[src/hufd_pkg.sv]
`default_nettype none

package hufd_pkg;

    localparam int SYM_BITS  = 8;
    localparam int MAX_NODES = 255;
    localparam int NODE_W    = $clog2(MAX_NODES);
    localparam int CNT_W     = $clog2(MAX_NODES + 1);
    localparam int VAL_W     = (SYM_BITS > NODE_W) ? SYM_BITS : NODE_W;
    localparam int BL_W      = $clog2(SYM_BITS + 1);
    localparam int USED_W    = 9;
    localparam int ALIGN_W   = 3;

    localparam int QDEPTH    = 2;
    localparam int QPTR_W    = $clog2(QDEPTH);
    localparam int QCNT_W    = $clog2(QDEPTH + 1);

    localparam int PADDR_W   = 3;
    localparam int PDATA_W   = 32;
    localparam int REG_IDX_W = PADDR_W - 2;
    localparam int LIMIT_W   = 9;
    localparam logic [LIMIT_W-1:0]   LIMIT_RESET    = 9'd511;
    localparam logic [REG_IDX_W-1:0] REG_NODE_LIMIT = 1'b0;

    typedef enum logic [1:0] {
        KIND_SYMBOL = 2'd0,
        KIND_DONE   = 2'd1,
        KIND_BAD    = 2'd2
    } t_kind;

    // child reference: leaf flag plus symbol or node index
    typedef struct packed {
        logic             leaf;
        logic [VAL_W-1:0] val;
    } t_ref;

    typedef struct packed {
        t_ref c1;
        t_ref c0;
    } t_entry;

    // open parent: node index, second slot pending, first child held until node closes
    typedef struct packed {
        logic [NODE_W-1:0] idx;
        logic              second;
        t_ref              first;
    } t_stk;

    typedef struct packed {
        logic data_bit;
        logic new_tree;
    } t_item;

    typedef struct packed {
        logic  valid;
        t_item item;
    } t_head;

    typedef struct packed {
        logic [SYM_BITS-1:0] symbol;
        t_kind               kind;
    } t_result;

endpackage

`default_nettype wire

[src/hufd_front.sv]
`default_nettype none

module hufd_front (
    input  logic                 i_clk,
    input  logic                 i_rst_n,
    input  logic                 i_valid,
    output logic                 o_stall,
    input  hufd_pkg::t_item      i_item,
    output hufd_pkg::t_head      o_head,
    input  logic                 i_pop
);

    hufd_pkg::t_item                  r_slot [hufd_pkg::QDEPTH];
    logic [hufd_pkg::QPTR_W-1:0]      r_wptr;
    logic [hufd_pkg::QPTR_W-1:0]      r_rptr;
    logic [hufd_pkg::QCNT_W-1:0]      r_count;
    logic                             full;
    logic                             push;
    logic                             pop;

    assign full  = (r_count == hufd_pkg::QCNT_W'(hufd_pkg::QDEPTH));
    assign push  = i_valid && !full;
    assign pop   = i_pop && (r_count != '0);

    assign o_stall          = full;
    assign o_head.valid     = (r_count != '0);
    assign o_head.item      = r_slot[r_rptr];

    always_ff @(posedge i_clk) begin
        if (!i_rst_n) begin
            r_wptr  <= '0;
            r_rptr  <= '0;
            r_count <= '0;
        end else begin
            if (push) begin
                r_wptr <= r_wptr + hufd_pkg::QPTR_W'(1);
            end
            if (pop) begin
                r_rptr <= r_rptr + hufd_pkg::QPTR_W'(1);
            end
            if (push && !pop) begin
                r_count <= r_count + hufd_pkg::QCNT_W'(1);
            end else if (pop && !push) begin
                r_count <= r_count - hufd_pkg::QCNT_W'(1);
            end
        end
        if (push) begin
            r_slot[r_wptr] <= i_item;
        end
    end

endmodule

`default_nettype wire

[config.mk]
export PLATFORM = sky130hd
export DESIGN_NAME = hufd_front
export DESIGN_NICKNAME = d
export VERILOG_FILES = /design/src/hufd_pkg.sv /design/src/hufd_front.sv
export SDC_FILE = /design/constraint.sdc
export NUM_CORES = 1
export LEC_CHECK = 0
export BUFFER_PORTS_ARGS = -buffer_cell sky130_fd_sc_hd__buf_2
export CORE_AREA = 2 2 39 41
export CTS_CLUSTER_DIAMETER = 60
export DETAILED_ROUTE_END_ITERATION = 6
export DIE_AREA = 0 0 41 43
export GPL_ROUTABILITY_DRIVEN = 0
export PLACE_DENSITY = 0.5
export REMOVE_ABC_BUFFERS = 1
export SYNTH_ARGS = -nofsm -noshare
export SYNTH_HDL_FRONTEND = slang
export SYNTH_SLANG_ARGS = --single-unit
[constraint.sdc]
create_clock -name i_clk -period 1.96 [get_ports i_clk]
set_input_delay 0.392 -clock i_clk [delete_from_list [all_inputs] [get_ports i_clk]]
set_output_delay 0.392 -clock i_clk [all_outputs]
set_load 0.005 [all_outputs]
==> impl_results.md, run 1 <==
* Peak VDD IR at 0.5121 mV
* CTS tree: built
* Ant diodes at 0
* Pins Over Slew Limit at 0
* PwrDens at 1361 mW/mm2
* Seq pwr share at 44.0%
* Least-Margin Pin Slew at 0.2508 ns
* Worst setup path class: reg2reg
* Clock skew at 0.007430 ns
* Vias in the first global route at 221
* Initial drt markers at 0
* Crit-path slowest cell: dfxtp_1
* Pint at 0.4462 mW
* Drt pass-1 iters at 1
* Comb power frac at 34.4%
* Die Area at 0.001763 mm2
* Count of cell types in the netlist at 19
* Worst-path cell chain: nand2b_1 > inv_2 > nor2_1 > ha_1 > or3_1 > a21boi_1
* Synthesized area per cell at 12.23 um2
* Final WL at 581 um
* Fin worst setup slack at 0.3499 ns
* Post-DR wirelength/cell at 9.683 um
* Sw Pwr at 0.1939 mW
* Part of the cycle the worst path needs at 82.15%
* GRT overflow at 0
* FMAX at 621.1 MHz
* Layout Utilization at 34.00%
* Core Rows at 14
* CTS Root Cell: clkbuf_4
* Area grow syn2layout at 24.09%
* Num ports at 10
* Core ar. at 0.001384 mm2
* Register area share after synthesis at 58.09%
* Post-DP HPWL at 470.9 um
* First-pass GRT wire length at 883 um
* Crit path largest cell delay at 0.40 ns
* Yosys top cell area share at 31.68%
* Crit path max-delay family: simple AND/OR/NAND/NOR gates
* FF+latch count, synth at 9
* Fin Setup TNS at 0 ns
* Worst Path Max Fanout at 5
* Bufs on Longest Clock Path at 2
* Vias at 253
* Worst setup EP type: register
* PortBufs at 9
* CP arrival at 1.80 ns
* Share of cells above drive strength 1 at 31.82%
* Area of placed instances at 444.2 um2
* Outcome: completed
* RSZ-0062 raised after global routing: no
* DRC at 0
* H-tree lvl count at 1
* Tot GR Track Use at 8.325%
* Post-CTS setup buffers at 0
* R2r setup slk at 0.35 ns
* Largest net degree at the start of global routing at 6
* Max-slew headroom at 83.19%
* Mapped Area at 379.1 um2
* Post-Layout Cell Count at 60
* Sink Count at 9
* FILL cells at 141
* Clock network power share at 21.5%
* Vias/cell at 4.217
* Top cells by area, synth: edfxtp_1, dfxtp_1, mux2_1
* Max-Cap Viols at 0
* Initial cell density of the core at 27.40%
* Die Height at 43 um
* Reg clk slew, reported paths at 0.06 ns
* Synthesis Warnings at 0
* Worst setup SP type: register
* Instance count of the mapped netlist at 31
* DRT antenna net count at 0
* Worst-Skew Late Latency at 0.26 ns
* Pwr Total at 0.6401 mW
* P_leak at 0.2023 nW
* Hold_buf cts at 0
* Most common cell after layout, fill and taps aside: buf_2
* Buf+Inv Stages, Crit Path at 1
* Hold WS at 0.3292 ns
* Dpl cells at 56
* Count of endpoints failing setup in the final report at 0
* Min Tclk post-route at 1.610 ns
* Post-layout net count at 52
* Pre-CTS setup slack at 0.3462 ns
* Switching Share at 30.29%
* Initial antenna violation count at 0
* Commonest non-fill, non-tap cells in the layout: buf_2, dfxtp_1, edfxtp_1, and2_1, clkbuf_4
* Post_cts resized at 0
* Leading area contributor after synthesis: edfxtp_1
* CTS buffer count at 3
* Final hold vios at 0
* Fin area at 470.5 um2
* Die width at 41 um
* Hold crit path type: in2reg
* Critical Path RT at 2.15 ns
-- layout make-up --
class,instances,area [um2],area share (%)
clock buffer,4,26.28,5.585
inverter,2,7.507,1.596
timing repair buffer,9,45.04,9.574
sequential,9,220.2,46.81
multi-input combinational,20,151.4,32.18
tap,16,20.02,4.255
-- worst register-to-register path, stage by stage (launching register included) --
cell      delay, ns
dfxtp_1        0.40
nand2b_1       0.19
inv_2          0.06
nor2_1         0.10
ha_1           0.27
or3_1          0.39
a21boi_1       0.14
-- final timing paths --
check,cells after the start,startpoint,endpoint
worst max-delay path,6,r_count[0],r_count[1]
worst min-delay path,1,i_item[0],r_slot[0][0]
worst max register to register,6,r_count[0],r_count[1]
worst min register to register,2,r_count[1],r_count[1]
-- Yosys cell counts --
cell / number
o21a_1: 1
ha_1: 1
or3_1: 1
mux2_1: 2
inv_2: 1
xnor2_1: 2
xor2_1: 1
o21ai_1: 1
a21boi_1: 2
inv_1: 1
edfxtp_1: 4
or2_1: 1
o21ai_0: 1
nor3_2: 1
dfxtp_1: 5
and3_1: 1
and2_1: 3
nand2b_1: 1
nor2_1: 1
-- power groups by stage --
stage          clock [mW]  combinational, mW  sequential (mW)
2_1_floorplan           0              0.160            0.278
3_3_place_gp            0              0.210            0.282
3_5_place_dp            0              0.224            0.287
4_1_cts             0.144              0.226            0.283
5_1_grt             0.157              0.253            0.291
6_report            0.138              0.220            0.282
-- per-layer routing --
metal | global-route usage [%] | up-vias | part of all wire (%)
met5 | 0 | - | 0
met4 | 8.000 | 0 | 0
met3 | 3.141 | 0 | 6.0
met2 | 11.88 | 6 | 52
met1 | 8.667 | 113 | 42
li1 | - | 134 | -
-- cell families after synthesis --
group                      synth area share (%)
AOI/OAI and AO/OA                         8.578
and+or+nand+nor                           15.19
muxes                                     5.940
buffers and inverters                     1.978
xor gates and xnor gates                  6.932
DFF                                       58.09
adders and majority gates                 3.300
Power figures use the tool's default switching activity.
==> inputs of run 2 (changes only) <==
==> constraint.sdc (replaced) <==
create_clock -name i_clk -period 1.5 [get_ports i_clk]
set_input_delay 0.3 -clock i_clk [delete_from_list [all_inputs] [get_ports i_clk]]
set_output_delay 0.3 -clock i_clk [all_outputs]
set_load 0.005 [all_outputs]
==> run 2 against run 1 <==
Compared with the run above: wire length up 8.3%; non-clock buffer count is 4 higher; worst setup slack lost 0.28 ns; count of clock-buffer cells in the layout did not move; via count rose by 13%; critical path type unchanged.
==> impl_results.md, run 2 (synthesized netlist as in run 1, its figures left out) <==
* Reg clk slew, reported paths at 0.06 ns (about the same)
* Ant diodes at 0 (unchanged)
* Worst setup SP type: register
* Max-Cap Viols at 0 (unchanged)
* Layout Utilization at 38.25% (+4.2 points)
* Critical Path RT at 1.69 ns (-0.46 ns)
* Sink Count at 9 (unchanged)
* PortBufs at 9 (unchanged)
* Peak VDD IR at 0.6203 mV (+21%)
* Vias in the first global route at 270 (+22%)
* Setup crit end: r_count[1]
* Multi-input gate area at 177.7 um2 (+17%)
* Clock network power share at 18.8% (-2.7 points)
* Die width at 41 um (unchanged)
* Final hold vios at 0 (unchanged)
* Core ar. at 0.001384 mm2 (unchanged)
* Worst Path Max Fanout at 5 (unchanged)
* Critical R2R Capture: r_count[1]
* Sw Pwr at 0.2953 mW (+52%)
* Post-layout net count at 56 (+7.7%)
* Clock skew at 0.003491 ns (-0.003938 ns)
* P_leak at 0.2271 nW (+12%)
* CTS Root Cell: clkbuf_4
* Register area at 222.7 um2 (+1.1%)
* Bufs on Longest Clock Path at 2 (unchanged)
* Tot GR Track Use at 8.537% (+0.21 points)
* H-tree lvl count at 1 (unchanged)
* Part of the cycle the worst path needs at 95.62% (+13 points)
* FILL cells at 145 (+2.8%)
* Initial cell density of the core at 27.40% (unchanged)
* Pint at 0.6798 mW (+52%)
* CTS buffer count at 3 (unchanged)
* Vias/cell at 4.484 (+6.3%)
* Count of endpoints failing setup in the final report at 0 (unchanged)
* Largest net degree at the start of global routing at 6 (unchanged)
* Post-DR wirelength/cell at 9.828 um (+1.5%)
* FMAX at 697.2 MHz (+12%)
* Commonest non-fill, non-tap cells in the layout: buf_2, buf_4, edfxtp_1
* PwrDens at 1842 mW/mm2 (+35%)
* Die Height at 43 um (unchanged)
* R2R depth at 4 (-2)
* FF-to-FF Start: r_count[1]
* Final WL at 629 um (+8.3%)
* CP startpoint: r_count[1]
* GRT overflow at 0 (unchanged)
* Worst setup path class: reg2reg
* Least-Margin Pin Slew at 0.2521 ns (+0.001326 ns)
* R2r setup slk at 0.07 ns (-0.28 ns)
* Vias at 287 (+13%)
* Area of placed instances at 466.7 um2 (+5.1%)
* Comb power frac at 42.5% (+8.1 points)
* Max-slew headroom at 83.10% (-0.089 points)
* Area grow syn2layout at 39.60%
* Die Area at 0.001763 mm2 (unchanged)
* Initial drt markers at 2 (+2)
* Initial antenna violation count at 0 (unchanged)
* Most common cell after layout, fill and taps aside: buf_2
* Switching Share at 30.28% (about the same)
* Core Rows at 14 (unchanged)
* Seq pwr share at 38.7% (-5.3 points)
* CTS tree: built
* Hold crit path type: in2reg
* Worst-Skew Late Latency at 0.25 ns (about the same)
* Num ports at 10 (unchanged)
* Pins Over Slew Limit at 0 (unchanged)
* Worst setup EP type: register
* Outcome: completed
* First-pass GRT wire length at 993 um (+12%)
* CP arrival at 1.62 ns (-0.18 ns)
* Fin area at 529.3 um2 (+13%)
* DRC at 0 (unchanged)
* Post-DP HPWL at 516.8 um (+9.7%)
* Min Tclk post-route at 1.434 ns (-0.1757 ns)
* DRT antenna net count at 0 (unchanged)
* Drt pass-1 iters at 2 (+1)
* Share of cells above drive strength 1 at 52.08% (+20 points)
[run 2: cell types whose count changed in the layout (fill, tap and decap cells not counted), sizes merged]
cell  previous run  this run
buf              9        13
[run 2: repair_timing]
action	in CTS	in global routing
hold buffers	0	0
pin swaps	1	3
setup buffers	1	0
endpoints found under the setup margin	1	1
resized for setup	3	5
[run 2: stage by stage]
stage / power (mW) / hold slack, ns / TNS [ns] / setup WS, ns / std cells
floorplan: 0.5723 / 0.3989 / 0 / 0.009250 / 31
global placement: 0.6889 / 0.4906 / 0 / 0.02771 / 59
detailed placement: 0.7127 / 0.4945 / -0.03950 / -0.03950 / 59
CTS: 0.9445 / 0.2334 / 0 / 0.02746 / 64
global route: 1.048 / 0.2305 / -0.02049 / -0.02049 / 64
finish: 0.9751 / 0.2381 / 0 / 0.06564 / 64
[run 2: critical path: stages, from the launching register on]
cell and delay [ns]:
dfxtp_2 0.35, o21ai_1 0.21, ha_2 0.33, or3_4 0.37, a21boi_2 0.12
[run 2: worst min-delay path by stage]
stage	from	slack, ns	to	depth (start not counted)
after CTS	i_item[1]	0.23	r_slot[0][1]	1
after detailed placement	i_item[1]	0.49	r_slot[1][1]	1
final	i_item[1]	0.24	r_slot[1][1]	1
after global routing	i_item[1]	0.23	r_slot[0][1]	1
after global placement	i_item[0]	0.49	r_slot[0][0]	1
after floorplan	i_item[0]	0.40	r_slot[0][0]	0
[run 2: layer usage]
layer	global-route usage (%)	vias up	part of all wire [%]
met1	9.699	134	38
met2	13.44	8	53
met3	3.141	4	5.9
met5	0	-	0
met4	4.000	0	2.9
li1	-	141	-
[run 2: power groups by stage]
| stage | combinational, mW | clock [mW] | sequential [mW] |
|---|---|---|---|
| floorplan | 0.209 | 0 | 0.363 |
| global placement | 0.325 | 0 | 0.364 |
| detailed placement | 0.344 | 0 | 0.368 |
| CTS | 0.379 | 0.189 | 0.377 |
| global route | 0.461 | 0.202 | 0.385 |
| finish | 0.415 | 0.183 | 0.377 |
[run 2: final cells by class]
type                    instances  area share (%)
flip-flops and latches          9           42.08
multi-input cells              20           33.57
repair buffers                 13           14.18
clock buffers                   4           4.965
well taps                      16           3.783
inverters                       2           1.418
==> inputs of run 3 (changes only) <==
==> constraint.sdc (replaced) <==
create_clock -name i_clk -period 1.61 [get_ports i_clk]
set_input_delay 0.322 -clock i_clk [delete_from_list [all_inputs] [get_ports i_clk]]
set_output_delay 0.322 -clock i_clk [all_outputs]
set_load 0.005 [all_outputs]
==> run 3 against run 2 <==
Compared with the run above: critical endpoint unchanged; worst setup slack better by 0.0091 ns; largest cell class unchanged; largest power group is now registers; global-route usage is 0.91 points higher; clock power hardly changed; count of clock-buffer cells in the layout stayed put; first-iteration DRC count is 100% lower; sequential power is 5% lower.
==> impl_results.md, run 3 (synthesized netlist as in run 1, its figures left out) <==
* CTS Root Cell: clkbuf_4
* FMAX at 651.4 MHz (-6.6%)
* Area of placed instances at 444.2 um2 (-4.8%)
* Worst Path Max Fanout at 5 (unchanged)
* Initial cell density of the core at 27.40% (unchanged)
* Bufs on Longest Clock Path at 2 (unchanged)
* Core ar. at 0.001384 mm2 (unchanged)
* PortBufs at 9 (unchanged)
* Grt met3 use at 4.712% (+1.6 points)
* Die Area at 0.001763 mm2 (unchanged)
* Sink Count at 9 (unchanged)
* CP arrival at 1.73 ns (+0.11 ns)
* Hold crit path type: in2reg
* Hold_buf cts at 0 (unchanged)
* Core Rows at 14 (unchanged)
* Commonest non-fill, non-tap cells in the layout: buf_2, edfxtp_1, and2_1, dfxtp_1, clkbuf_4
* Reg clk slew, reported paths at 0.07 ns (about the same)
* FF-to-FF Start: r_count[0]
* Tot GR Track Use at 9.442% (+0.91 points)
* DRC at 0 (unchanged)
* Worst setup path class: reg2reg
* Part of the cycle the worst path needs at 95.36% (-0.27 points)
* Most common cell after layout, fill and taps aside: buf_2
* Crit path largest cell delay at 0.39 ns (+0.02 ns)
* Count of endpoints failing setup in the final report at 0 (unchanged)
* Pins Over Slew Limit at 0 (unchanged)
* Largest net degree at the start of global routing at 6 (unchanged)
* First-pass GRT wire length at 993 um (unchanged)
* Setup crit end: r_count[1]
* Peak VDD IR at 0.7612 mV (+23%)
* Worst-path cell chain: nand2b_4 > inv_2 > nor2_1 > ha_1 > or3_1 > a21boi_1
* Fin worst setup slack at 0.07475 ns (+0.009114 ns)
* Vias/cell at 4.317 (-3.7%)
* Worst-Skew Late Latency at 0.27 ns (+0.02 ns)
* Global routing's busiest layer: met2
* Least-Margin Pin Slew at 0.2467 ns (-0.005457 ns)
* Area grow syn2layout at 27.39%
* Final WL at 672 um (+6.8%)
* Final hold vios at 0 (unchanged)
* Max-Cap Viols at 0 (unchanged)
* Share of cells above drive strength 1 at 38.64% (-13 points)
* GRT overflow at 0 (unchanged)
* Crit-path slowest cell: or3_1
* Outcome: completed
* Critical R2R Capture: r_count[1]
* Clock skew at 0.004865 ns (+0.001374 ns)
* Die Height at 43 um (unchanged)
* Initial drt markers at 0 (-2)
* Min Tclk post-route at 1.535 ns (+0.1009 ns)
* Post-layout net count at 52 (-7.1%)
* Stages on worst setup path at 6 (+2)
* Hold WS at 0.2437 ns (+0.005651 ns)
* CP startpoint: r_count[0]
* Num ports at 10 (unchanged)
* Post-DR wirelength/cell at 11.20 um (+14%)
* Buf+Inv Stages, Crit Path at 1 (+1)
* Ant diodes at 0 (unchanged)
* Pwr Total at 0.8290 mW (-15%)
* Worst setup EP type: register
* Crit path max-delay family: simple AND/OR/NAND/NOR gates
* PwrDens at 1716 mW/mm2 (-6.8%)
* RSZ-0062 raised after global routing: no
* P_leak at 0.2064 nW (-9.1%)
* Drt pass-1 iters at 1 (-1)
* R2r setup slk at 0.07 ns (about the same)
* CTS buffer count at 3 (unchanged)
* Vias in the first global route at 248 (-8.1%)
* DRT antenna net count at 0 (unchanged)
* Critical Path RT at 1.81 ns (+0.12 ns)
* R2R depth at 6 (+2)
* Fin area at 483.0 um2 (-8.7%)
* Die width at 41 um (unchanged)
* CTS tree: built
* Met2 Usage GRT at 13.44% (unchanged)
* H-tree lvl count at 1 (unchanged)
* Vias at 259 (-9.8%)
* FILL cells at 143 (-1.4%)
* Post-CTS setup buffers at 0 (-1)
* Max-slew headroom at 83.47% (+0.37 points)
* Pre-CTS setup slack at -0.03503 ns (+0.004467 ns)
* Worst setup SP type: register
* Initial antenna violation count at 0 (unchanged)
* Met1 GRT Util at 8.667% (-1.0 points)
## run 3: through the flow
| stage | utilization (%) | TNS (ns) | std cells |
|---|---|---|---|
| floorplan | - | 0 | 31 |
| global placement | 32.10 | 0 | 56 |
| detailed placement | 32.10 | -0.03503 | 56 |
| CTS | 34.63 | 0 | 60 |
| global route | 34.90 | 0 | 60 |
| finish | 34.90 | 0 | 60 |
## run 3: timing repair
| action | CTS | global route |
|---|---|---|
| hold endpoints to repair | 0 | 0 |
| endpoints found under the setup margin | 1 | 1 |
| gates resized for setup | 2 | 2 |
| pin swaps | 0 | 2 |
## run 3: layer usage
| layer | routed length, um | part of all wire [%] | vias to the layer above |
|---|---|---|---|
| met3 | 38 | 5.7 | 2 |
| met4 | 16 | 2.4 | 0 |
| met2 | 323 | 48 | 8 |
| li1 | - | - | 132 |
| met5 | 0 | 0 | - |
| met1 | 293 | 44 | 117 |
## run 3: final cells by class
cell class	count	area, um2	area share [%]
clock buffer	4	26.28	5.440
inverter	2	7.507	1.554
multi-input combinational	20	158.9	32.90
sequential	9	225.2	46.63
tap	16	20.02	4.145
timing repair buffer	9	45.04	9.326
## run 3: power breakdown
part           internal (mW)  switching, mW
clock network         0.0959         0.0874
logic                  0.159          0.127
registers              0.310         0.0505
total                  0.565          0.264
## run 3: worst min path at each step
| stage | from | end | slack (ns) | cells after the start |
|---|---|---|---|---|
| final | i_item[1] | r_slot[1][1] | 0.24 | 1 |
| after detailed placement | i_item[1] | r_slot[0][1] | 0.51 | 1 |
| after global routing | i_item[1] | r_slot[1][1] | 0.24 | 1 |
| after floorplan | i_item[0] | r_slot[0][0] | 0.42 | 0 |
| after CTS | i_item[1] | r_slot[1][1] | 0.23 | 1 |
| after global placement | r_count[1] | r_count[1] | 0.50 | 2 |
